**src/sv/y2r_fifo.sv**
```systemverilog
`default_nettype none

module y2r_fifo #(
    parameter int W     = 8,
    parameter int DEPTH = 8
) (
    input  wire logic         i_clk,
    input  wire logic         i_rst_n,
    input  wire logic         i_push,
    input  wire logic [W-1:0] i_data,
    input  wire logic         i_pop,
    output logic      [W-1:0] o_data,
    output logic              o_empty
);

    localparam int AW = $clog2(DEPTH);
    localparam int CW = AW + 1;

    logic [W-1:0]  r_mem [DEPTH];
    logic [AW-1:0] r_wp;
    logic [AW-1:0] r_rp;
    logic [CW-1:0] r_cnt;
    logic [CW-1:0] n_cnt;
    logic          w_pop;

    assign o_empty = (r_cnt == '0);
    assign o_data  = r_mem[r_rp];
    assign w_pop   = i_pop && !o_empty;

    always_comb begin
        n_cnt = r_cnt;
        if (i_push && !w_pop) begin
            n_cnt = r_cnt + 1'b1;
        end else if (!i_push && w_pop) begin
            n_cnt = r_cnt - 1'b1;
        end
    end

    always_ff @(posedge i_clk) begin
        if (!i_rst_n) begin
            r_wp  <= '0;
            r_rp  <= '0;
            r_cnt <= '0;
        end else begin
            r_cnt <= n_cnt;
            if (i_push) begin
                r_wp <= (r_wp == AW'(DEPTH - 1)) ? '0 : r_wp + 1'b1;
            end
            if (w_pop) begin
                r_rp <= (r_rp == AW'(DEPTH - 1)) ? '0 : r_rp + 1'b1;
            end
        end
    end

    always_ff @(posedge i_clk) begin
        if (i_push) begin
            r_mem[r_wp] <= i_data;
        end
    end

endmodule

`default_nettype wire

```
**config.mk**
```make
export PLATFORM = sky130hd
export DESIGN_NAME = y2r_fifo
export DESIGN_NICKNAME = d
export VERILOG_FILES = /design/src/sv/y2r_fifo.sv
export SDC_FILE = /design/constraint.sdc
export NUM_CORES = 1
export LEC_CHECK = 0
export BUFFER_PORTS_ARGS = -buffer_cell sky130_fd_sc_hd__buf_4
export CORE_ASPECT_RATIO = 0.7
export CORE_MARGIN = 2
export CORE_UTILIZATION = 59
export DETAILED_ROUTE_END_ITERATION = 16
export GPL_TIMING_DRIVEN = 0
export PLACE_DENSITY_LB_ADDON = 0.08
export SETUP_SLACK_MARGIN = 0.5
export SKIP_LAST_GASP = 1
export SYNTH_ARGS = -nofsm -noshare
export SYNTH_HDL_FRONTEND = slang
export SYNTH_SLANG_ARGS = --single-unit
```
**constraint.sdc**
```tcl
create_clock -name i_clk -period 2.3 [get_ports i_clk]
set_input_delay 0.69 -clock i_clk [delete_from_list [all_inputs] [get_ports i_clk]]
set_output_delay 0.69 -clock i_clk [all_outputs]
set_load 0.01 [all_outputs]
```
## Word level (Yosys, flattened, before mapping)

Memory sizes are Yosys's and may differ from the RTL's. A register that Yosys moved wholly into a read port is not among the register bits.
Cells that the tools add are included.

- Add/sub/neg operators: 4
- Eq/ne operators: 2
- Multiplexer cells: 8
- Reductions and logical operators: 8

Operators by type and width:

| kind | count |
|---|---|
| 3-bit 2-to-1 mux | 4 |
| 4-bit 2-to-1 mux | 2 |
| 3-bit by 1-bit adder with 3-bit output (second input constant) | 2 |
| 3-bit == test (second input constant) | 2 |
| 4-bit by 1-bit adder with 4-bit output (second input constant) | 1 |
| 4-bit zero test | 1 |
| 4-bit by 1-bit subtractor with 4-bit output (second input constant) | 1 |
| 1-bit logical AND | 3 |
| 1-bit zero test | 3 |
| 1-bit 2-to-1 mux | 2 |
| 2-bit nonzero test | 1 |

- Flip-flop bits (word level): 10
- RAM bits: 64
- Input bits: 12
- Logic and storage cells: 26
- Memories: 1

Memory list:

| memory | words | bits a word | read ports | clocked after Yosys merged registers in | write ports | line | source |
|---|---|---|---|---|---|---|---|
| r_mem | 8 | 8 | 1 | 1 | 1 | 19 | `logic [W-1:0] r_mem [DEPTH];` |

## Longest topological paths before layout

Gate-level depths: netlist of the first run.

- Depth in word-level cells: 6
- Depth in mapped cells: 8
- Depth with buffers taken out: 8

## Worst setup path before layout of the first run

Ideal clock, no wire load.

- Kind: reg2reg
- Start: register r_cnt[1]
- End: register r_cnt[3]
- Library setup time: 72 ps
- Arrival: 2,065 ps
- Setup slack: 163 ps
- Cell stages (with the launch flop): 9
- Path buffers: 0
- Period minus slack after synthesis: 2,137 ps
- Cell sequence: dfxtp_1 -> o41ai_4 -> ha_1 -> inv_1 -> ha_1 -> a21oi_1 -> a211oi_1 -> a31oi_1 -> mux2i_1

- Cells in the longest elaborated chain, start to end: 6
- Elaborated cells between the ends (all ways): 11
- Those cells by class: add/sub: 2; mux: 2; reduce/logical: 7

RTL lines:

| what | line | source |
|---|---|---|
| from (decl) | 22 | `logic [CW-1:0] r_cnt;` |
| from (signal assigned) | 45 | `r_cnt <= n_cnt;` |
| parallel branches: the longest is 6 deep, another holds 4-bit by 1-bit subtractor with 4-bit output | -- |  |

Parallel ways; which one is timed is not known. The select of a mux whose other input is x is not followed.
A chain may end at the register's enable or synchronous reset.

==> metrics.txt, run 1 <==
Worst-Margin Slew=about 0.95 ns; sw frac=26.99%; GR Util met3=under 10%; Startpoint Class=flip-flop; layout cells sized above 1=between 40% and 50%; Internal Dissipation=2.789 mW; Logic pwr share=a little under a third; first-pass GRT wire length=8714 um; most common cell after layout, fill and taps aside=edfxtp_1; Cells after Synth=162; max-cap viol count=0; grt peak-use layer=met2; crit-path max FO=8; Cell Count, Final, Fillers Out=278; Yosys reg bits=77; min Tclk post-route=roughly 2.6 ns; pre-CTS WS=-0.2186 ns; VDD IR-drop max=0.5960 mV; Post-CTS Hold Buffers=0; Detailed Route WL=5660 um; Chip Width=around 91 um; Worst path max stage delay=0.49 ns; register area share after synthesis=a little over two thirds; failing checks=setup timing; CTS Root Cell=clkbuf_8; clk sink count=77; Final ANT Viol Nets=0; placed cells=254; Synth Net Count=182; port bufs=20; global routing usage on met1=27.42%; WP buf/inv=3; Worst Setup End Kind=output pin; status=finished, violations left; most frequent cells in the layout=edfxtp_1 (64), buf_4 (18), buf_6 (11), mux4_2 (10), clkbuf_8 (9); CP Class=flip-flop to output pin; GR Overflow Total=0; RSZ-0062 raised after global routing=yes; grt met2 use=between 30% and 40%; Total Die Area=5941 um2; post-layout power=approximately 3.8 mW; Top delay family on crit path=multiplexers; Post-synth EDFFs=64; core area=5202 um2; Hold Vio Cnt, Final=0; Placement Cell Area=3408 um2; largest net degree at the start of global routing=13; period utilization=111.9%; Final WS setup=-0.2734 ns; CTS clk-pin slew, worst paths=about 0.08 ns; Power Density=slightly above 1000 nW/um2; Pleak=around 1.3 nW; ant diodes=0; via/cell ratio=5.669; Clk pwr share=24.8%; mapped cell area=around 3100 um2; Bufs on Longest Clock Path=2; WL per Instance=roughly 20 um; Clock Skew=0.01029 ns; Syn. warnings=0; Max stage delay cell, worst path=mux4_2; Die Span Y=65.09 um; dominant synthesized flop cell=edfxtp_1; initial antenna violation count=0; Mapped Avg Cell Area=19.42 um2; GRT Util Overall=21.12%; routed vias=1576; Final HPWL DP=3440 um; row count=22; vias in the first global route=1655; drt pass-1 iters=4; # nets final=222; async set or reset register ratio after synthesis=0%; clock latency on the worst-skew pair=0.34 ns; Final Cell Area=3782 um2; Final setup viols=8; Switch Pwr=roughly 1.0 mW; starting density of the core=60.46%; Num CTS Buffers=9; H-tree depth=3; Max-slew headroom=a little over a third; WP data required=1.61 ns; area delta synth->final=20.25%; fmax=388.6 MHz; cell breakdown of the critical path=buf_8 -> clkbuf_16 -> mux4_2 -> mux2_4 -> buf_6; initial DRC count=85; I/O pin cnt=21; hold slack=0.5474 ns; Seq pwr share=roughly 44%; gpl congestion=0.7998; CTS tree=built; crit path DAT=1.88 ns; synth unique cells=28; drt drc=0; Hold Crit Class=flip-flop to flip-flop; Slew Viols, Final=0
-- cell usage after synthesis, types with 2 or more instances --
| library cell | n | share of area (%) |
|---|---|---|
| xnor2_1 | 2 | 0.56 |
| nand2b_1 | 5 | 0.99 |
| nor2b_1 | 6 | 1.2 |
| edfxtp_1 | 64 | 61 |
| a21oi_1 | 2 | 0.32 |
| nor2_1 | 7 | 0.84 |
| nand2_1 | 4 | 0.48 |
| and2_1 | 3 | 0.60 |
| mux2i_1 | 6 | 1.9 |
| dfxtp_1 | 13 | 8.3 |
| nor3_1 | 3 | 0.48 |
| mux4_1 | 15 | 13 |
| clkbuf_1 | 3 | 0.36 |
| mux2_2 | 8 | 2.9 |
| o21ai_0 | 2 | 0.32 |
| ha_1 | 7 | 2.8 |
-- power groups by stage --
stage | clock, mW | combinational, mW | sequential [mW]
after floorplan | 0 | 0.635 | 1.69
after global placement | 0 | 0.825 | 1.70
after detailed placement | 0 | 0.867 | 1.71
after CTS | 0.972 | 1.03 | 1.68
after global routing | 1.02 | 1.27 | 1.70
final | 0.949 | 1.19 | 1.69
-- stage by stage --
step                      util (%)  setup TNS, ns
after detailed placement     65.51         -4.195
after floorplan                  -              0
after CTS                    70.88         -2.514
after global placement       65.51         -3.235
final                        72.70         -2.045
after global routing         72.70         -2.641
-- area by class of cell --
class / instances / area (um2)
flip-flops and latches: 77 / 2193
fillers: 319 / 1420
multi-input cells: 77 / 975.9
repair buffers: 29 / 272.8
clock buffers: 10 / 127.6
well taps: 72 / 90.09
plain buffers: 7 / 63.81
clock inverters: 5 / 52.55
inverters: 1 / 6.256
-- state kept, by name, summed over array words and instances (netlist names), named ones only --
signal  count
r_cnt       4
r_mem      64
r_rp        3
r_wp        3
-- tightest hold or removal path: cells and delay by family (launching register included) --
kind,cells,cell delay (ns)
simple gates,1,0.07
mux,1,0.07
flops,1,0.36
-- path summary, 6_finish.rpt --
check	start	end	slack, ns	depth (start not counted)
worst min register to register	r_cnt[3]	r_cnt[3]	0.55	2
worst min-delay path	r_cnt[3]	r_cnt[3]	0.55	2
worst max-delay path	flip-flop	o_data[6]	-0.27	5
worst max register to register	r_cnt[1]	r_cnt[3]	0.14	8
-- cells by family (layout without fill, tap and decap cells) --
group	count (synthesis)	count (layout)	synth area share, %
AOI/OAI and AO/OA	7	7	1.949
and+or+nand+nor	30	30	4.932
buffers and inverters	8	52	1.750
muxes	30	30	18.02
adders and majority gates	8	8	3.421
xor gates and xnor gates	2	2	0.5570
DFF	77	77	69.37
-- metal layers --
| layer | wire, um | part of all wire (%) |
|---|---|---|
| met4 | 29 | 0.51 |
| met5 | 0 | 0 |
| met3 | 344 | 6.1 |
| met2 | 2836 | 50 |
| met1 | 2450 | 43 |
-- timing repair --
| item | in CTS | in global routing |
|---|---|---|
| pin swaps | 6 | 8 |
| gates cloned | 0 | 1 |
| gates resized for setup | 14 | 15 |
| buffers inserted | 6 | 2 |
| setup endpoints to repair | 29 | 13 |
Note: power is estimated with default switching activity, not from simulation.
==> run 2: changes to the inputs <==
- CORE_UTILIZATION: 59 -> 55
==> run 2 against run 1 <==
Against the previous run: the run still ends with setup timing left; register-to-register slack improved by 0.15 ns; die area is 6.9% higher; worst hold slack about the same; power barely moved; core utilization decreased by 2.1 points; sequential cell count did not move; clock-buffer cell count did not move; sequential share of layout area barely moved; combinational power hardly changed; sequential power hardly changed; critical endpoint is now o_data[7].
==> metrics.txt, run 2 (same netlist as run 1, synthesis figures left out) <==
status=finished, violations left; failing checks=setup timing; port bufs=20 (unchanged); Max-slew headroom=33.92% (-2.6 points); Chip Width=94.39 um (+3.4%); Post-CTS Hold Buffers=0 (unchanged); Placement Cell Area=3413 um2 (+0.15%); area delta synth->final=20.45%; min Tclk post-route=2.530 ns (-0.04292 ns); RSZ-0062 raised after global routing=yes; most frequent cells in the layout=edfxtp_1 (64), buf_4 (22), mux4_2 (16), clkbuf_8 (9); GR Overflow Total=0 (unchanged); Bufs on Longest Clock Path=2 (unchanged); Final HPWL DP=3609 um (+4.9%); WL per Instance=20.12 um (-1.2%); VDD IR-drop max=0.5671 mV (-4.8%); CTS Root Cell=clkbuf_8; most common cell after layout, fill and taps aside=edfxtp_1; global routing usage on met1=27.45% (about the same); CP Class=flip-flop to output pin; drt pass-1 iters=4 (unchanged); Hold Crit Class=flip-flop to flip-flop; biggest regs=r_mem x64, r_cnt x4; first-pass GRT wire length=8790 um (+0.87%); vias in the first global route=1645 (-0.60%); Die Span Y=67.27 um (+3.3%); layout cells sized above 1=44.29% (+4.0 points); Final ANT Viol Nets=0 (unchanged); Largest Register=r_mem; Seq pwr share=44.4% (+0.3 points); initial antenna violation count=0 (unchanged); GR Util met3=7.589% (-0.55 points); Logic pwr share=30.3% (-0.7 points); CTS clk-pin slew, worst paths=0.07 ns (about the same); Slew Viols, Final=0 (unchanged); crit path DAT=1.84 ns (-0.04 ns); GRT Util Overall=20.55% (-0.57 points); Clock Skew=0.004514 ns (-0.005774 ns); max-cap viol count=0 (unchanged); Final Cell Area=3789 um2 (+0.17%); fmax=395.2 MHz (+1.7%); largest net degree at the start of global routing=14 (+1); Post-Route Utilization=70.58% (-2.1 points); CTS tree=built; ant diodes=0 (unchanged); max reg flops=64 (unchanged); I/O pin cnt=21 (unchanged); Hold Vio Cnt, Final=0 (unchanged); # nets final=225 (+1.4%); crit-path max FO=5 (-3); Final setup viols=8 (unchanged); Switch Pwr=1.028 mW (-0.31%); Worst-Margin Slew=0.9875 ns (+0.03957 ns); Final WS setup=-0.2304 ns (+0.04292 ns); Clk pwr share=25.3% (+0.5 points); grt peak-use layer=met2; Num CTS Buffers=9 (unchanged); Detailed Route WL=5673 um (+0.23%); starting density of the core=58.60% (-1.9 points); grt met2 use=32.23% (-1.2 points); Pleak=1.321 nW (-0.98%); routed vias=1578 (+0.13%); H-tree depth=3 (unchanged); row count=22 (unchanged); clk sink count=77 (unchanged); Startpoint Class=flip-flop; setup TNS=-1.727 ns (+0.3183 ns); gpl congestion=0.7239 (-9.5%); Power Density=1008 nW/um2 (-0.17%); Worst Setup End Kind=output pin; via/cell ratio=5.596 (-1.3%); core area=5368 um2 (+3.2%); Internal Dissipation=2.792 mW (+0.11%); sw frac=26.91% (-0.082 points); period utilization=110.0% (-1.9 points); drt drc=0 (unchanged); initial DRC count=64 (-25%); clock latency on the worst-skew pair=0.34 ns (about the same); WP data required=1.61 ns (about the same); Total Die Area=6350 um2 (+6.9%)
## run 2: path summary, 6_finish.rpt
check             slack, ns   endpoint  cells past startpoint       from
hold / removal         0.55  flip-flop                      2    r_rp[0]
setup reg to reg       0.29   r_cnt[3]                      8   r_cnt[1]
hold reg to reg        0.55  flip-flop                      2    r_rp[0]
setup / recovery      -0.23  o_data[7]                      5  flip-flop
## run 2: routing by layer
| metal | share of wire (%) | vias to the layer above |
|---|---|---|
| met5 | 0 | - |
| met4 | 0.46 | 0 |
| met3 | 6.5 | 4 |
| met2 | 49 | 53 |
| met1 | 44 | 797 |
| li1 | - | 724 |
## run 2: area by class of cell
class / count / area [um2]
multi-input combinational: 77 / 950.9
timing repair buffer: 32 / 291.5
clock inverter: 6 / 63.81
tap: 72 / 90.09
sequential: 77 / 2196
fill: 337 / 1579
inverter: 1 / 6.256
buffer: 7 / 62.56
clock buffer: 10 / 127.6
## run 2: critical path, stage by stage (launching register included)
cell and delay (ns):
dfxtp_2 0.33, buf_8 0.12, buf_12 0.13, mux4_2 0.51, mux2_4 0.28, buf_6 0.12
## run 2: metrics by stage
step | setup WS (ns) | std cells | hold slack (ns) | power [mW]
finish | -0.2304 | 282 | 0.5473 | 3.821
detailed placement | -0.1975 | 255 | 0.4963 | 2.593
floorplan | 0.2724 | 162 | 0.4686 | 2.327
global placement | -0.1768 | 254 | 0.4755 | 2.530
CTS | -0.2620 | 279 | 0.5119 | 3.784
global route | -0.2969 | 282 | 0.5560 | 3.987
## run 2: power by group through the flow
stage	sequential (mW)	clock [mW]	combinational (mW)
after floorplan	1.69	0	0.635
after global placement	1.70	0	0.828
after detailed placement	1.71	0	0.882
after CTS	1.68	0.994	1.11
after global routing	1.70	1.04	1.24
final	1.70	0.968	1.16
## run 2: what timing repair did
item                                    4_1_cts  5_1_grt
setup buffers                                 7        3
gates resized for setup                      30        6
endpoints found under the setup margin       29       25
pin swaps                                     5        3
cloned                                        1        0
