`config.mk`:
```
export PLATFORM = sky130hd
export DESIGN_NAME = y2r_back
export DESIGN_NICKNAME = d
export VERILOG_FILES = /design/src/sv/y2r_pkg.sv /design/src/sv/y2r_back.sv
export SDC_FILE = /design/constraint.sdc
export NUM_CORES = 1
export LEC_CHECK = 0
export ABC_AREA = 1
export ABC_CLOCK_PERIOD_IN_PS = 5900
export BUFFER_PORTS_ARGS = -buffer_cell sky130_fd_sc_hd__buf_4
export CAP_MARGIN = 20
export CORE_MARGIN = 1.5
export CORE_UTILIZATION = 57
export DETAILED_ROUTE_END_ITERATION = 16
export GPL_TIMING_DRIVEN = 0
export PLACE_DENSITY = 0.83
export SLEW_MARGIN = 25
export SYNTH_ARGS = -nofsm -noshare
export SYNTH_HDL_FRONTEND = slang
export SYNTH_SLANG_ARGS = --single-unit
```
`constraint.sdc`:
```
create_clock -name i_clk -period 5.9 [get_ports i_clk]
set_input_delay 0.295 -clock i_clk [delete_from_list [all_inputs] [get_ports i_clk]]
set_output_delay 0.295 -clock i_clk [all_outputs]
set_load 0.1 [all_outputs]
```
`src/sv/y2r_pkg.sv`:
```
`default_nettype none

package y2r_pkg;

    localparam logic SRC_YUY2 = 1'b0;
    localparam logic SRC_Y210 = 1'b1;

    localparam logic [1:0] DST_BGRA8 = 2'd0;
    localparam logic [1:0] DST_RGB48 = 2'd1;

    localparam int CFG_IDX_W  = 2;
    localparam int CFG_DATA_W = 8;

    localparam logic [CFG_IDX_W-1:0] REG_SRC_FMT = 2'd0;
    localparam logic [CFG_IDX_W-1:0] REG_DST_FMT = 2'd1;

    localparam logic [15:0] ALPHA_NARROW = 16'd255;
    localparam logic [15:0] ALPHA_NONE   = 16'd0;
    localparam logic [15:0] ALPHA_WIDE   = 16'hffff;

    localparam int MQ_DEPTH = 8;
    localparam int OQ_DEPTH = 8;

    typedef struct packed {
        logic [15:0] word0;
        logic [15:0] word1;
        logic [15:0] word2;
        logic [15:0] word3;
        logic        has_second;
    } t_in_item;

    typedef struct packed {
        logic [15:0] red;
        logic [15:0] green;
        logic [15:0] blue;
        logic [15:0] alpha;
        logic        last_of_item;
    } t_out_pixel;

    typedef struct packed {
        logic       src;
        logic [1:0] dst;
    } t_cfg;

endpackage

`default_nettype wire

```
`src/sv/y2r_back.sv`:
```
`default_nettype none

module y2r_back #(
    parameter  int FRAC_BITS = 16,
    localparam int SW        = FRAC_BITS + 9,
    localparam int PW        = 2 * FRAC_BITS + 14
) (
    input  wire logic                 i_clk,
    input  wire logic                 i_rst_n,
    input  wire y2r_pkg::t_cfg        i_cfg,
    input  wire logic                 i_mq_empty,
    input  wire logic signed [SW-1:0] i_c0,
    input  wire logic signed [SW-1:0] i_c1,
    input  wire logic signed [PW-1:0] i_tr,
    input  wire logic signed [PW-1:0] i_tg,
    input  wire logic signed [PW-1:0] i_tb,
    input  wire logic                 i_has_second,
    output logic                      o_mq_pop,
    input  wire logic                 i_oq_pop,
    output logic                      o_oq_push,
    output y2r_pkg::t_out_pixel       o_pix
);

    localparam int CW  = FRAC_BITS + 3;
    localparam int PW0 = SW + CW;
    localparam int CHW = PW - FRAC_BITS;
    localparam int XW  = CHW + 10;
    localparam int OW  = $clog2(y2r_pkg::OQ_DEPTH) + 1;

    localparam logic [63:0] KY_W = ((64'd1164383 << FRAC_BITS) + 64'd500000) / 64'd1000000;
    localparam logic signed [CW-1:0] KY = CW'(KY_W);

    localparam logic signed [XW-1:0] HALF  = XW'(64'd1 << (FRAC_BITS - 1));
    localparam logic signed [XW-1:0] TOP_N = XW'(255);
    localparam logic signed [XW-1:0] TOP_W = XW'(65535);

    function automatic logic [15:0] to_out(input logic signed [CHW-1:0] ch, input logic wide);
        logic signed [XW-1:0] x;
        logic signed [XW-1:0] v;
        logic signed [XW-1:0] top;
        logic [15:0]          res;
        if (wide) begin
            x   = (XW'(ch) <<< 8) + XW'(ch) + HALF;
            top = TOP_W;
        end else begin
            x   = XW'(ch) + HALF;
            top = TOP_N;
        end
        v = x >>> FRAC_BITS;
        if (v < 0) begin
            res = 16'd0;
        end else if (v > top) begin
            res = top[15:0];
        end else begin
            res = v[15:0];
        end
        return res;
    endfunction

    logic                  w_issue;
    logic                  w_last;
    logic                  w_wide;
    logic [15:0]           w_alpha;
    logic signed [PW-1:0]  w_sr;
    logic signed [PW-1:0]  w_sg;
    logic signed [PW-1:0]  w_sb;
    logic [OW-1:0]         r_ores;
    logic [OW-1:0]         n_ores;
    logic                  r_sel;
    logic                  r_b1_v;
    logic                  r_b2_v;
    logic                  r_b3_v;
    logic                  r_b4_v;
    logic signed [SW-1:0]  r_b1_c;
    logic signed [PW-1:0]  r_b1_tr;
    logic signed [PW-1:0]  r_b1_tg;
    logic signed [PW-1:0]  r_b1_tb;
    logic                  r_b1_last;
    logic signed [PW0-1:0] r_b2_pc;
    logic signed [PW-1:0]  r_b2_tr;
    logic signed [PW-1:0]  r_b2_tg;
    logic signed [PW-1:0]  r_b2_tb;
    logic                  r_b2_last;
    logic signed [CHW-1:0] r_b3_r;
    logic signed [CHW-1:0] r_b3_g;
    logic signed [CHW-1:0] r_b3_b;
    logic                  r_b3_last;
    y2r_pkg::t_out_pixel   r_b4_pix;

    assign w_issue  = !i_mq_empty && (r_ores != OW'(y2r_pkg::OQ_DEPTH));
    assign w_last   = !i_has_second || r_sel;
    assign o_mq_pop = w_issue && w_last;

    assign w_wide = (i_cfg.dst != y2r_pkg::DST_BGRA8);

    always_comb begin
        unique case (i_cfg.dst)
            y2r_pkg::DST_BGRA8: w_alpha = y2r_pkg::ALPHA_NARROW;
            y2r_pkg::DST_RGB48: w_alpha = y2r_pkg::ALPHA_NONE;
            default:            w_alpha = y2r_pkg::ALPHA_WIDE;
        endcase
    end

    always_comb begin
        n_ores = r_ores;
        if (w_issue && !i_oq_pop) begin
            n_ores = r_ores + 1'b1;
        end else if (!w_issue && i_oq_pop) begin
            n_ores = r_ores - 1'b1;
        end
    end

    assign w_sr = PW'(r_b2_pc) + r_b2_tr;
    assign w_sg = PW'(r_b2_pc) + r_b2_tg;
    assign w_sb = PW'(r_b2_pc) + r_b2_tb;

    always_ff @(posedge i_clk) begin
        if (!i_rst_n) begin
            r_ores <= '0;
            r_sel  <= 1'b0;
            r_b1_v <= 1'b0;
            r_b2_v <= 1'b0;
            r_b3_v <= 1'b0;
            r_b4_v <= 1'b0;
        end else begin
            r_ores <= n_ores;
            if (w_issue) begin
                r_sel <= !w_last;
            end
            r_b1_v <= w_issue;
            r_b2_v <= r_b1_v;
            r_b3_v <= r_b2_v;
            r_b4_v <= r_b3_v;
        end
    end

    always_ff @(posedge i_clk) begin
        r_b1_c    <= r_sel ? i_c1 : i_c0;
        r_b1_tr   <= i_tr;
        r_b1_tg   <= i_tg;
        r_b1_tb   <= i_tb;
        r_b1_last <= w_last;

        r_b2_pc   <= KY * r_b1_c;
        r_b2_tr   <= r_b1_tr;
        r_b2_tg   <= r_b1_tg;
        r_b2_tb   <= r_b1_tb;
        r_b2_last <= r_b1_last;

        r_b3_r    <= CHW'(w_sr >>> FRAC_BITS);
        r_b3_g    <= CHW'(w_sg >>> FRAC_BITS);
        r_b3_b    <= CHW'(w_sb >>> FRAC_BITS);
        r_b3_last <= r_b2_last;

        r_b4_pix.red          <= to_out(r_b3_r, w_wide);
        r_b4_pix.green        <= to_out(r_b3_g, w_wide);
        r_b4_pix.blue         <= to_out(r_b3_b, w_wide);
        r_b4_pix.alpha        <= w_alpha;
        r_b4_pix.last_of_item <= r_b3_last;
    end

    assign o_oq_push = r_b4_v;
    assign o_pix     = r_b4_pix;

endmodule

`default_nettype wire

```
After elaboration in Yosys (flattened, before gate mapping) --
Cells that the tools add are included. W data, S select, Z words.
Operators by class: $add $sub $neg 14, multipliers 1, div/mod/pow operators 0, $lt $le $gt $ge 6, equality and inequality tests 2, shift operators 0, mux-type cells 11, bitwise operators 0, reduce and logical (&&, ||, !) cells 13
Operators by type and width (number):
- $add A43 B46 Y46 | 3
- $add A39 B17 Y40 const B | 3
- $mux W40 | 3
- $add A38 B30 Y39 | 3
- $add A30 B17 Y31 const B | 3
- $gt A24 B17 Y1 | 3
- $lt A24 B1 Y1 const B | 3
- $mux W16 | 4
- $mul A18 B25 Y43 const A | 1
- $pmux W16 S2 | 1
- $mux W25 | 1
- $mux W4 | 2
- $logic_not A1 Y1 | 5
- $add A4 B1 Y4 const B | 1
- $logic_and A1 B1 Y1 | 4
- $ne A4 B4 Y1 const B | 1
- $reduce_bool A2 Y1 | 2
- $sub A4 B1 Y4 const B | 1
- $eq A2 B1 Y1 const B | 1
- $logic_not A2 Y1 | 1
- $logic_or A1 B1 Y1 | 1
Storage, ports and cells: register bits 511, bits in latches 0, memory bits (writable) 0, ROM bits 0, input bits 196, logic and storage cells 72, memories kept 0

Longest topological paths before layout --
depth after elaboration 6, mapped depth 28, mapped depth without buffers 27

Worst setup path after synthesis --
Ideal clock, no wire load.
path kind reg-to-reg, start point register r_b1_c[24], end point register r_b2_pc[40], setup time 127 ps, data arrival time 4854 ps, required time 5773 ps, path slack 919 ps, cell stages (with the launch flop) 20, path buffers 0, clock period less this slack 4981 ps, cell sequence dfxtp_1 > ha_1 > ha_1 > inv_1 > fa_1 > inv_1 > fa_1 > inv_1 > fa_1 > fa_1 > inv_1 > ha_1 > nand2_1 > nor2_1 > nand2_1 > o211ai_1 > o21bai_1 > a21oi_1 > o21ai_0 > xor2_1
Between the ends: cells in the longest elaborated chain, start to end 1
Ends and longest elaborated chain:
- start: declaration | line y2r_back.sv:74 | logic signed [SW-1:0] r_b1_c;
- start signal: assignment | line y2r_back.sv:138 | r_b1_c <= r_sel ? i_c1 : i_c0;
- $mul A18 B25 Y43 | line y2r_back.sv:144 | r_b2_pc <= KY * r_b1_c;
- end signal: assignment | line y2r_back.sv:144
- end: declaration | line y2r_back.sv:79 | logic signed [PW0-1:0] r_b2_pc;
No other way between the ends. A chain may end at the register's enable or synchronous reset.

Worst setup path after layout --
start point register r_b1_c[9], end point register r_b2_pc[40]
Same word-level chain as after synthesis.

==> impl_results.md <==
- Die width: ~250 um
- Fmax: 175.7 MHz
- Count of different cell masters after synthesis: 51
- Largest net degree at the start of global routing: 25
- DRT Pass-1 Iters: 14
- Reg clk slew, reported paths: 80 ps
- Post-synth EDFFs: 0
- Crit path to: r_b2_pc[40]
- Vias: 32,260
- Setup bufs post-CTS: 0
- Post-Synth Adder-Cell Area: 24.31%
- Synth Area in Simple Gates: 21.60%
- Pins Over Slew Limit: 0
- Total CTS buffers: 50
- Outcome: completed
- Top Ports: 263
- Rel. slew slack: 42.22%
- Antenna-violating nets left: 0
- Worst hold path class: in -> reg
- Total gr overflow: 0
- Seq/Total Area, Yosys: around 29%
- Crit path cell chain: ha_1 -> ha_1 -> inv_1 -> fa_1 -> inv_1 -> fa_1 -> fa_1 -> inv_1 -> fa_1 -> inv_1 -> ha_1 -> nand2_1 -> nor3_1 -> inv_1 -> nor2_1 -> a21oi_2 -> o21bai_1 -> a21oi_1 -> o21ai_0 -> xor2_1
- Initial antenna violation count: 5
- Critical path origin: r_b1_c[9]
- CP endpoint kind: register
- Syn Area/Cell: 7.411 sq um
- Drt drc: 0
- Via density: approximately 5.4
- Crit path kind: reg -> reg
- CTS tree: built
- Starting Density: 58.00%
- Yosys warns: 0
- Final core utilization: 69.09%
- Xor/xnor cell area share of the yosys netlist: roughly 4.4%
- Clk sinks: 497
- Clock buffer depth: 3
- Asr flop ratio synth: 0%
- Mapped Area: 34,420 sq um
- Tcrit/Tclk final: between 90% and 100%
- Worst EP required: 6470 ps
- Main combinational cell family by area after synthesis: adder cells
- Core area: about 60,000 sq um
- R2r setup slk: about 210 ps
- Compound-gate portion of the synthesized area: 11.46%
- Routed len/inst: 17.75 um
- CP max FO: 5
- Fin nets: just under 6,000
- CTS root buffer: clkbuf_16
- Slowest cell delay on critical path: 560 ps
- Die H: around 250 um
- CP Launch Type: register
- DP HPWL: 81,780 um
- Ys flop type: dfxtp_1
- Synthesis-stage register bit count: 497
- Final Skew: 74.27 ps
- Share of cells above drive strength 1: 8.032%
- Total of max-cap violations: 0
- Routed Wire Length: 105,900 um
- Synth Net Count: 5,442
- Setup-failing EPs final: 0
- Number of global-route vias before repair: between 30,000 and 40,000
- CP Data Arrival Time: 6260 ps
- Area Growth Syn to Fin: 19.12%
- Global-route wire length before repair: 166,400 um
- Most used cell, CP: inv_1
- Crit path max-delay cell type: fa_1
- RR Startpoint: r_b1_c[9]
- Gr usage total: about 34%
- Port bufs: 261
- Min cycle time layout: between 5000 and 6000 ps
- Most common cell after layout, fill and taps aside: nand2_1
- Least-Margin Pin Slew: 866.8 ps
- Cells on worst reg2reg path: 20
- Worst hold path cell count: 5
- H-tree depth: 2
- Most frequent cells in the layout: 1,124 x nand2_1, 787 x inv_1, 494 x dfxtp_1, 488 x ha_1, 383 x a21oi_1
- Rows: 89
- Die ar.: 61,880 sq um
- Cells after Synth: 4,645
- Final hold vios: 0
- Routability Congestion: 1.026
- Initial drt markers: 2,130
- Post-synthesis mux area share: 0%
- RR Endpoint: r_b2_pc[40]
- Worst skew pair latency: around 650 ps
==> worst min-delay path by stage <==
stage                            from     endpoint
after floorplan             r_b3_last     o_pix[0]
after global placement      r_b2_last    r_b3_last
after detailed placement  r_b1_tb[18]  r_b2_tb[18]
after CTS                    i_oq_pop    r_ores[2]
after global routing         i_tb[40]  r_b1_tb[40]
final                        i_oq_pop    r_ores[2]
==> registers in the layout, indices dropped and copies added (netlist names), 4 cells and up <==
| name | flops |
|---|---|
| o_pix | 51 |
| r_b1_c | 25 |
| r_b1_tb | 46 |
| r_b1_tg | 46 |
| r_b1_tr | 46 |
| r_b2_pc | 43 |
| r_b2_tb | 46 |
| r_b2_tg | 46 |
| r_b2_tr | 46 |
| r_b3_b | 30 |
| r_b3_g | 30 |
| r_b3_r | 30 |
| r_ores | 4 |
==> logic make-up (layout without fill, tap and decap cells) <==
| kind of cell | count (synthesis) | after routing |
|---|---|---|
| DFF | 497 | 497 |
| other | 0 | 2 |
| AOI/OAI and AO/OA | 719 | 719 |
| buffers and inverters | 831 | 1378 |
| adders and majority gates | 601 | 601 |
| and+or+nand+nor | 1823 | 1823 |
| xor gates and xnor gates | 174 | 174 |
==> per-stage QoR <==
stage	area [sq um]	hold slack [ps]	setup TNS, ps	instances	worst slack (ps)
CTS	40990	211.7	0	5965	160.6
global route	41000	280.3	-21.69	5966	-21.69
floorplan	34420	309.6	0	4645	919.3
detailed placement	37350	312.1	0	5679	189.8
global placement	37350	310.3	0	5679	173.9
finish	41010	255.3	0	5967	209.3
==> synth_stat cells (all sizes together), types with 19 or more instances <==
library cell	instances	share of area, %
o21a	27	0.59
dfxtp	497	29
nor2	373	4.2
nor3	37	0.54
nand4	41	0.75
nand3	200	3.0
xor2	113	2.9
ha	488	18
xnor2	61	1.6
o21bai	19	0.41
a31oi	36	0.65
buf	26	0.52
a21oi	387	5.7
nand2	1131	12
o21ai	195	2.9
inv	789	8.6
fa	113	6.6
==> layer usage <==
metal	wire length (um)	global-route usage [%]
met2	50230	58.83
met1	42840	39.91
met4	6238	18.39
met3	6582	4.587
met5	28	0
==> worst max-delay path: cells and delay by family (launching register included) <==
family	cells	cell delay, ps
xor+xnor	1	160
buf+inv	5	360
compound gates	4	740
flops	1	540
fa+ha+maj	7	3220
simple gates	3	580
==> area by class of cell <==
cell class | count | area (sq um)
diodes | 2 | 5.005
plain buffers | 41 | 237.7
flip-flops and latches | 497 | 9953
well taps | 773 | 967.2
clock buffers | 64 | 1384
fillers | 4812 | 18350
multi-input cells | 3317 | 21280
clock inverters | 29 | 325.3
repair buffers | 454 | 3891
inverters | 790 | 2965
==> timing repair <==
action,CTS,global route
setup endpoints to repair,0,5
resized for setup,0,5
endpoints found under the hold margin,174,0
hold buffers,193,0
Power is not shown: default switching activity piles up to over one toggle a cycle in this logic, so the estimate is an artifact.
