File: config.mk
export PLATFORM = sky130hd
export DESIGN_NAME = y2r_front
export DESIGN_NICKNAME = d
export VERILOG_FILES = /design/src/sv/y2r_pkg.sv /design/src/sv/y2r_front.sv
export SDC_FILE = /design/constraint.sdc
export NUM_CORES = 2
export LEC_CHECK = 0
export ABC_AREA = 0
export BUFFER_PORTS_ARGS = -buffer_cell sky130_fd_sc_hd__clkbuf_2
export CAP_MARGIN = 40
export CORE_ASPECT_RATIO = 1.1
export CORE_MARGIN = 3
export CORE_UTILIZATION = 35
export CTS_CLUSTER_DIAMETER = 60
export DETAILED_ROUTE_END_ITERATION = 10
export PLACE_DENSITY = 0.58
export SYNTH_ARGS = -nofsm -noshare
export SYNTH_HDL_FRONTEND = slang
export SYNTH_SLANG_ARGS = --single-unit
export TNS_END_PERCENT = 100
File: constraint.sdc
create_clock -name i_clk -period 13.4 [get_ports i_clk]
set_input_delay 2.68 -clock i_clk [delete_from_list [all_inputs] [get_ports i_clk]]
set_output_delay 2.68 -clock i_clk [all_outputs]
set_load 0.01 [all_outputs]
File: src/sv/y2r_pkg.sv
`default_nettype none

package y2r_pkg;

    localparam logic SRC_YUY2 = 1'b0;
    localparam logic SRC_Y210 = 1'b1;

    localparam logic [1:0] DST_BGRA8 = 2'd0;
    localparam logic [1:0] DST_RGB48 = 2'd1;

    localparam int CFG_IDX_W  = 2;
    localparam int CFG_DATA_W = 8;

    localparam logic [CFG_IDX_W-1:0] REG_SRC_FMT = 2'd0;
    localparam logic [CFG_IDX_W-1:0] REG_DST_FMT = 2'd1;

    localparam logic [15:0] ALPHA_NARROW = 16'd255;
    localparam logic [15:0] ALPHA_NONE   = 16'd0;
    localparam logic [15:0] ALPHA_WIDE   = 16'hffff;

    localparam int MQ_DEPTH = 8;
    localparam int OQ_DEPTH = 8;

    typedef struct packed {
        logic [15:0] word0;
        logic [15:0] word1;
        logic [15:0] word2;
        logic [15:0] word3;
        logic        has_second;
    } t_in_item;

    typedef struct packed {
        logic [15:0] red;
        logic [15:0] green;
        logic [15:0] blue;
        logic [15:0] alpha;
        logic        last_of_item;
    } t_out_pixel;

    typedef struct packed {
        logic       src;
        logic [1:0] dst;
    } t_cfg;

endpackage

`default_nettype wire

File: src/sv/y2r_front.sv
`default_nettype none

module y2r_front #(
    parameter  int FRAC_BITS = 16,
    localparam int SW        = FRAC_BITS + 9,
    localparam int PW        = 2 * FRAC_BITS + 14
) (
    input  wire logic                     i_clk,
    input  wire logic                     i_rst_n,
    input  wire y2r_pkg::t_cfg            i_cfg,
    input  wire logic                     i_push,
    input  wire y2r_pkg::t_in_item        i_item,
    output logic                          o_full,
    input  wire logic                     i_mq_pop,
    output logic                          o_mq_push,
    output logic signed [SW-1:0]          o_c0,
    output logic signed [SW-1:0]          o_c1,
    output logic signed [PW-1:0]          o_tr,
    output logic signed [PW-1:0]          o_tg,
    output logic signed [PW-1:0]          o_tb,
    output logic                          o_has_second
);

    localparam int FM  = FRAC_BITS % 10;
    localparam int CW  = FRAC_BITS + 3;
    localparam int PW0 = SW + CW;
    localparam int QW  = FRAC_BITS - 9;
    localparam int RW  = $clog2(y2r_pkg::MQ_DEPTH) + 1;

    localparam logic [63:0] QF_W = ((64'd1 << FRAC_BITS) - (64'd1 << FM)) / 64'd1023;
    localparam logic [63:0] KR_W = ((64'd1792741 << FRAC_BITS) + 64'd500000) / 64'd1000000;
    localparam logic [63:0] KG1_W = ((64'd213249 << FRAC_BITS) + 64'd500000) / 64'd1000000;
    localparam logic [63:0] KG2_W = ((64'd532909 << FRAC_BITS) + 64'd500000) / 64'd1000000;
    localparam logic [63:0] KB_W = ((64'd2112402 << FRAC_BITS) + 64'd500000) / 64'd1000000;

    localparam logic [QW-1:0]        QF  = QW'(QF_W);
    localparam logic signed [CW-1:0] KR  = CW'(KR_W);
    localparam logic signed [CW-1:0] KG1 = CW'(KG1_W);
    localparam logic signed [CW-1:0] KG2 = CW'(KG2_W);
    localparam logic signed [CW-1:0] KB  = CW'(KB_W);

    localparam logic [SW-1:0] OFF_Y = SW'(16) << FRAC_BITS;
    localparam logic [SW-1:0] OFF_C = SW'(128) << FRAC_BITS;

    typedef struct packed {
        logic [10:0] q;
        logic [9:0]  r;
    } t_div;

    typedef struct packed {
        logic [7:0] q;
        logic [9:0] r;
    } t_samp;

    function automatic t_div div1023(input logic [19:0] n);
        logic [9:0]  h;
        logic [10:0] m;
        t_div        res;
        h = n[19:10];
        m = {1'b0, n[9:0]} + {1'b0, h};
        if (m >= 11'd1023) begin
            res.q = {1'b0, h} + 11'd1;
            res.r = 10'(m - 11'd1023);
        end else begin
            res.q = {1'b0, h};
            res.r = m[9:0];
        end
        return res;
    endfunction

    function automatic t_samp prep(input logic [15:0] word, input logic src);
        logic [9:0]  s10;
        logic [17:0] p;
        t_div        d;
        t_samp       res;
        s10 = word[15:6];
        p   = {s10, 8'b0} - {8'b0, s10};
        d   = div1023({2'b0, p});
        if (src == y2r_pkg::SRC_Y210) begin
            res.q = d.q[7:0];
            res.r = d.r;
        end else begin
            res.q = word[7:0];
            res.r = '0;
        end
        return res;
    endfunction

    function automatic logic signed [SW-1:0] scale(input t_samp s, input logic [SW-1:0] offs);
        logic [19:0]   t;
        t_div          f;
        logic [SW-1:0] v;
        t = (20'(s.r) << FM) + 20'd511;
        f = div1023(t);
        v = (SW'(s.q) << FRAC_BITS) + (SW'(s.r) * SW'(QF)) + SW'(f.q);
        return signed'(v - offs);
    endfunction

    logic                  w_acc;
    logic [15:0]           w_cb_word;
    logic [15:0]           w_cr_word;
    logic [RW-1:0]         r_res;
    logic [RW-1:0]         n_res;
    logic                  r_v1;
    logic                  r_v2;
    logic                  r_v3;
    t_samp                 r_s1_y0;
    t_samp                 r_s1_y1;
    t_samp                 r_s1_cb;
    t_samp                 r_s1_cr;
    logic                  r_s1_two;
    logic signed [SW-1:0]  r_s2_c0;
    logic signed [SW-1:0]  r_s2_c1;
    logic signed [SW-1:0]  r_s2_d;
    logic signed [SW-1:0]  r_s2_e;
    logic                  r_s2_two;
    logic signed [SW-1:0]  r_s3_c0;
    logic signed [SW-1:0]  r_s3_c1;
    logic signed [PW0-1:0] r_s3_pr;
    logic signed [PW0-1:0] r_s3_pg1;
    logic signed [PW0-1:0] r_s3_pg2;
    logic signed [PW0-1:0] r_s3_pb;
    logic                  r_s3_two;

    assign o_full = (r_res == RW'(y2r_pkg::MQ_DEPTH));
    assign w_acc  = i_push && !o_full;

    assign w_cb_word = (i_item.has_second && i_cfg.src == y2r_pkg::SRC_Y210) ?
                       i_item.word3 : i_item.word1;
    assign w_cr_word = (i_item.has_second && i_cfg.src == y2r_pkg::SRC_YUY2) ?
                       i_item.word3 : i_item.word1;

    always_comb begin
        n_res = r_res;
        if (w_acc && !i_mq_pop) begin
            n_res = r_res + 1'b1;
        end else if (!w_acc && i_mq_pop) begin
            n_res = r_res - 1'b1;
        end
    end

    always_ff @(posedge i_clk) begin
        if (!i_rst_n) begin
            r_res <= '0;
            r_v1  <= 1'b0;
            r_v2  <= 1'b0;
            r_v3  <= 1'b0;
        end else begin
            r_res <= n_res;
            r_v1  <= w_acc;
            r_v2  <= r_v1;
            r_v3  <= r_v2;
        end
    end

    always_ff @(posedge i_clk) begin
        r_s1_y0  <= prep(i_item.word0, i_cfg.src);
        r_s1_y1  <= prep(i_item.word2, i_cfg.src);
        r_s1_cb  <= prep(w_cb_word, i_cfg.src);
        r_s1_cr  <= prep(w_cr_word, i_cfg.src);
        r_s1_two <= i_item.has_second;

        r_s2_c0  <= scale(r_s1_y0, OFF_Y);
        r_s2_c1  <= scale(r_s1_y1, OFF_Y);
        r_s2_d   <= scale(r_s1_cb, OFF_C);
        r_s2_e   <= scale(r_s1_cr, OFF_C);
        r_s2_two <= r_s1_two;

        r_s3_c0  <= r_s2_c0;
        r_s3_c1  <= r_s2_c1;
        r_s3_pr  <= KR * r_s2_e;
        r_s3_pg1 <= KG1 * r_s2_d;
        r_s3_pg2 <= KG2 * r_s2_e;
        r_s3_pb  <= KB * r_s2_d;
        r_s3_two <= r_s2_two;
    end

    assign o_mq_push    = r_v3;
    assign o_c0         = r_s3_c0;
    assign o_c1         = r_s3_c1;
    assign o_tr         = PW'(r_s3_pr);
    assign o_tg         = -PW'(r_s3_pg1) - PW'(r_s3_pg2);
    assign o_tb         = PW'(r_s3_pb);
    assign o_has_second = r_s3_two;

endmodule

`default_nettype wire

=== After elaboration in Yosys (flattened, before gate mapping) ===
Index checks and enable logic that the tools add are counted.

* $add $sub $neg: 48
* Multiply operators: 4
* Order comparisons: 8
* Equal/unequal tests: 1
* Muxes and demuxes: 16
* Bitwise logic cells: 1
* Reductions and logical operators: 9

{| class="wikitable"
|+ Operator list
! operator !! count
|-
| 2-to-1 mux 18 bit || 12
|-
| adder 24 x 16 -> 25 bit || 4
|-
| adder 25 x 11 -> 25 bit || 4
|-
| greater-or-equal comparator 11 x 10 -> 1 bit (second input constant) || 8
|-
| multiplier 18 x 25 -> 43 bit (first input constant) || 2
|-
| subtractor 10 bit (second input constant) || 8
|-
| subtractor 18 x 10 -> 18 bit || 4
|-
| adder 16 x 9 -> 17 bit (second input constant) || 4
|-
| subtractor 25 x 21 -> 25 bit (second input constant) || 2
|-
| subtractor 25 x 24 -> 25 bit (second input constant) || 2
|-
| negator 40 -> 46 bit || 1
|-
| subtractor 46 x 42 -> 46 bit || 1
|-
| adder 10 x 7 -> 11 bit || 4
|-
| adder 10 x 8 -> 11 bit || 4
|-
| multiplier 17 x 25 -> 42 bit (first input constant) || 1
|-
| multiplier 15 x 25 -> 40 bit (first input constant) || 1
|-
| adder 7 x 1 -> 8 bit (second input constant) || 4
|-
| adder 8 x 1 -> 8 bit (second input constant) || 4
|-
| 2-to-1 mux 16 bit || 2
|-
| 2-to-1 mux 4 bit || 2
|-
| logical AND 1 bit || 5
|-
| adder 4 x 1 -> 4 bit (second input constant) || 1
|-
| == test 4 bit (second input constant) || 1
|-
| subtractor 4 x 1 -> 4 bit (second input constant) || 1
|-
| other kinds (3) || 5
|}

* Register bits after elaboration: 400
* Bits of input ports: 72
* Word-level logic and storage cells: 112

=== Depth between registers and ports, before layout ===
* Depth in word-level cells: 8
* Depth in mapped cells: 26
* Depth with buffers taken out: 23

=== Worst setup path before layout ===
Ideal clock, no wire load.

* Kind: input -> register
* Start: in i_cfg[2] (netlist name)
* End: reg r_s1_cr[13] (netlist name)
* Setup time: 132 ps
* Arrival time: 7,702 ps
* Slack: 5,565 ps
* Stages on the path: 24
* Path buffers: 4
* Cells stage by stage: buf_2 > nand2b_1 > buf_6 > clkbuf_1 > mux2i_1 > ha_1 > nand2_1 > a2111oi_0 > a311oi_1 > xor2_1 > mux2i_1 > inv_1 > ha_1 > a21o_1 > a21oi_1 > o21ai_0 > a21o_1 > a21oi_1 > xor2_1 > a41oi_4 > buf_6 > nor3_4 > xnor2_1 > a21oi_1

* Cells in the longest elaborated chain, start to end: 8

{| class="wikitable"
|+ RTL lines
! element !! RTL line !! RTL
|-
| from (decl) || y2r_front.sv:10 || <nowiki>input wire y2r_pkg::t_cfg i_cfg,</nowiki>
|-
| inverter 1 bit || y2r_front.sv:130 || <nowiki>assign w_cr_word = (i_item.has_second && i_cfg.src == y2r_pkg::SRC_YUY2) ?</nowiki>
|-
| logical AND 1 bit || y2r_front.sv:130 ||
|-
| 2-to-1 mux 16 bit || y2r_front.sv:130 ||
|-
| subtractor 18 x 10 -> 18 bit || y2r_front.sv:77 || <nowiki>p = {s10, 8'b0} - {8'b0, s10};</nowiki>
|-
| adder 10 x 8 -> 11 bit || y2r_front.sv:60 || <nowiki>m = {1'b0, n[9:0]} + {1'b0, h};</nowiki>
|-
| greater-or-equal comparator 11 x 10 -> 1 bit || y2r_front.sv:61 || <nowiki>if (m >= 11'd1023) begin</nowiki>
|-
| 2-to-1 mux 18 bit || y2r_front.sv:61 ||
|-
| 2-to-1 mux 18 bit * || y2r_front.sv:79 || <nowiki>if (src == y2r_pkg::SRC_Y210) begin</nowiki>
|-
| to (signal assigned) || y2r_front.sv:160 || <nowiki>r_s1_cr <= prep(w_cr_word, i_cfg.src);</nowiki>
|-
| to (decl) || y2r_front.sv:110 || <nowiki>t_samp r_s1_cr;</nowiki>
|}

Every way passes the cells marked *; elsewhere a longest branch is shown, timed or not.
A chain may end at the register's enable or synchronous reset.

=== Worst setup path in the final report ===
* Start: in i_cfg[2] (netlist name)
* End: reg r_s1_cb[5] (netlist name)

* Cells in the longest elaborated chain, start to end: 6

{| class="wikitable"
|+ RTL lines
! element !! RTL line !! RTL
|-
| logical AND 1 bit || y2r_front.sv:128 || <nowiki>assign w_cb_word = (i_item.has_second && i_cfg.src == y2r_pkg::SRC_Y210) ?</nowiki>
|-
| 2-to-1 mux 16 bit || y2r_front.sv:128 ||
|-
| subtractor 18 x 10 -> 18 bit || y2r_front.sv:77 ||
|-
| adder 10 x 8 -> 11 bit || y2r_front.sv:60 ||
|-
| subtractor 10 bit or greater-or-equal comparator 11 x 10 -> 1 bit (tied branches) || y2r_front.sv:63, y2r_front.sv:61 ||
|-
| 2-to-1 mux 18 bit || y2r_front.sv:61 ||
|-
| to (signal assigned) || y2r_front.sv:159 || <nowiki>r_s1_cb <= prep(w_cb_word, i_cfg.src);</nowiki>
|-
| to (decl) || y2r_front.sv:109 || <nowiki>t_samp r_s1_cb;</nowiki>
|}

Parallel ways exist; a longest one is shown, timed or not.

==> flow_summary.json <==
{
  "fin_crit_sh_pct": 67.7,
  "grt_max_degree": 64,
  "io_buffers": 259,
  "ys_types": 96,
  "slew_headroom_pct": 39.9,
  "synthFlopType": "dfxtp_1",
  "rows": 143,
  "clock_latency_ps": 640,
  "io_pins": 263,
  "required_ps": 13960,
  "grt_remaining_overflow": 0,
  "drive_above_1_share_pct": 7.95,
  "worst_pin_slew_ps": 899,
  "period_needed_ps": 9070,
  "final_common_cell": "inv_1",
  "holdBufCountCts": 0,
  "yosys_warnings": 0,
  "wirelength_um": 122000,
  "post_cts_buffers": 0,
  "coreArea_mm2": 0.138,
  "cts_root_buf": "clkbuf_16",
  "wl_per_cell_um": 16.4,
  "nets": 6982,
  "antenna_found_initial": 1,
  "grt_setup_unrepaired": "false",
  "first_pass_iters": 5,
  "num_vias": 35800,
  "post-route-drc-count": 0,
  "numCtsBuffers": 56,
  "viasPerCell": 4.84,
  "maxCapViolations": 0,
  "grt_pass1_wl_um": 199000,
  "syn_area_per_cell_um2": 9.25,
  "globalplace.congestion": 0.954,
  "track_usage_pct": 17.2,
  "cts_buffer_depth": 3,
  "cts.sinks": 396,
  "synth_edf_count": 0,
  "start_util_pct": 35.3,
  "ys_top_cells_by_area": "fa_1, ha_1, dfxtp_1",
  "worstSetupEndpointType": "register",
  "synth_top_area_share_pct": 23.4,
  "ys_seq_elements": 396,
  "crit_path_start_kind": "input port",
  "cts_max_level": 2,
  "status": "complete, no violations",
  "finalSetupTns_ps": 0,
  "drtIter0Drc": 1600,
  "critPathArrivalTime_ps": 9640,
  "die_h_um": 398,
  "post-dp-hpwl_um": 102000,
  "syn-instance-count": 5279,
  "hp-class": "register to register",
  "cts_resized": 0,
  "grt_pass1_vias": 37300,
  "synthArstFlopShare_pct": 0,
  "yosys.area.top_type": "fa_1",
  "cts_tree": "done",
  "die_x_um": 362,
  "die-area_mm2": 0.144,
  "clkTransAtPathRegs_ps": 60,
  "syn_to_final_growth_pct": 10.8,
  "syn_area_mm2": 0.0488,
  "max_freq_mhz": 110,
  "layout_common_cells": "inv_1, ha_1, fa_1",
  "final_hold_viol_count": 0,
  "crit_fanout": 61,
  "drv_slew": 0,
  "ys_seq_area_share_pct": 16.2,
  "num_antenna_cells": 0,
  "drtAntennaViolNets": 0,
  "finalSetupViolCount": 0,
  "crit_type": "input port to register",
  "clock_skew_ps": 35.0,
  "nFillCells": 14000
}
-- layout make-up --
class | count | area [µm²] | share of cell area (%)
Clock buffer | 69 | 1540 | 2.85
Sequential cell | 396 | 7930 | 14.7
Clock inverter | 36 | 402 | 0.742
Multi-Input combinational cell | 3643 | 36200 | 66.8
Timing Repair Buffer | 276 | 1420 | 2.63
Inverter | 1168 | 4380 | 8.10
Tap cell | 1812 | 2270 | 4.19
-- registers in the layout (all words and copies together), names as in the netlist, 4 cells and up --
| signal | count |
|---|---|
| r_s2_e | 25 |
| o_c1 | 25 |
| r_s3_pg2 | 42 |
| r_s2_d | 25 |
| r_s2_c0 | 25 |
| r_s1_y0 | 18 |
| r_s1_y1 | 18 |
| r_s1_cr | 18 |
| r_s3_pb | 41 |
| r_s2_c1 | 25 |
| r_s3_pr | 41 |
| r_s3_pg1 | 40 |
| r_s1_cb | 18 |
| r_res | 4 |
| o_c0 | 25 |
-- routing by layer --
metal	up-vias	share of wire [%]	track usage (%)
met2	697	46	28.4
met5	-	0	0
li1	17600	-	-
met4	0	2.2	4.22
met3	156	5.9	3.42
met1	17400	46	23.1
-- worst max-delay path, stage by stage --
cell and delay (ps):
clkbuf_2 100, buf_4 600, nand2_1 640, mux2i_1 500, inv_1 160, ha_1 380
nor3b_1 230, nand4_1 170, nand3b_1 170, a21o_1 210, xor2_1 500, ha_1 330
a21o_1 150, a21oi_1 240, o21bai_1 120, a2111oi_0 580, nand3b_1 230, nand3_1 150
o41ai_4 890, nand2_2 140, or3_1 330, a21oi_1 140
-- cells in the mapped netlist (88+ instances only) --
library cell / number
fa_1: 572
nand3_1: 88
a21o_1: 108
dfxtp_1: 396
xor2_1: 156
xnor2_1: 331
nand2_1: 228
o21ai_0: 138
nor2_1: 223
inv_1: 1168
a21oi_1: 237
ha_1: 797
-- per-stage QoR --
stage / setup slack (ps) / hold WS, ps / instance area, µm² / utilization, % / std cells
finish: 4330 / 318 / 54100 / 39.1 / 7400
global route: 3880 / 323 / 54100 / 39.1 / 7400
CTS: 4450 / 324 / 54100 / 39.1 / 7399
detailed placement: 3760 / 312 / 52100 / 37.7 / 7294
global placement: 3930 / 311 / 52100 / 37.7 / 7293
floorplan: 5570 / 310 / 48900 / - / 5286
-- cell families after synthesis --
kind of cell             after synthesis  synth area share, %
other                                  2               0.0154
buffers and inverters               1247                 9.79
XOR/XNOR                             488                 8.77
AO/OA/AOI/OAI                        778                 10.5
adder cells (fa/ha/maj)             1370                 43.9
flip-flops                           396                 16.2
AND/OR/NAND/NOR                      943                 9.68
multiplexers                          55                 1.17
-- worst paths after layout --
kind	from	end	slack (ps)	cells after the start
max	i_cfg[2]	r_s1_cb[5]$_SDFF_PN0_	4330	22
min	r_s2_c1[3]$_DFF_P_	o_c1[3]$_DFF_P_	320	0
max reg2reg	r_s2_e[6]$_DFF_P_	r_s3_pr[41]$_DFF_P_	5990	21
min reg2reg	r_s2_c1[3]$_DFF_P_	o_c1[3]$_DFF_P_	320	0
Power is left out: the tool's default activity adds up to more than one toggle a clock period on the data nets, which glitch-free logic cannot reach.
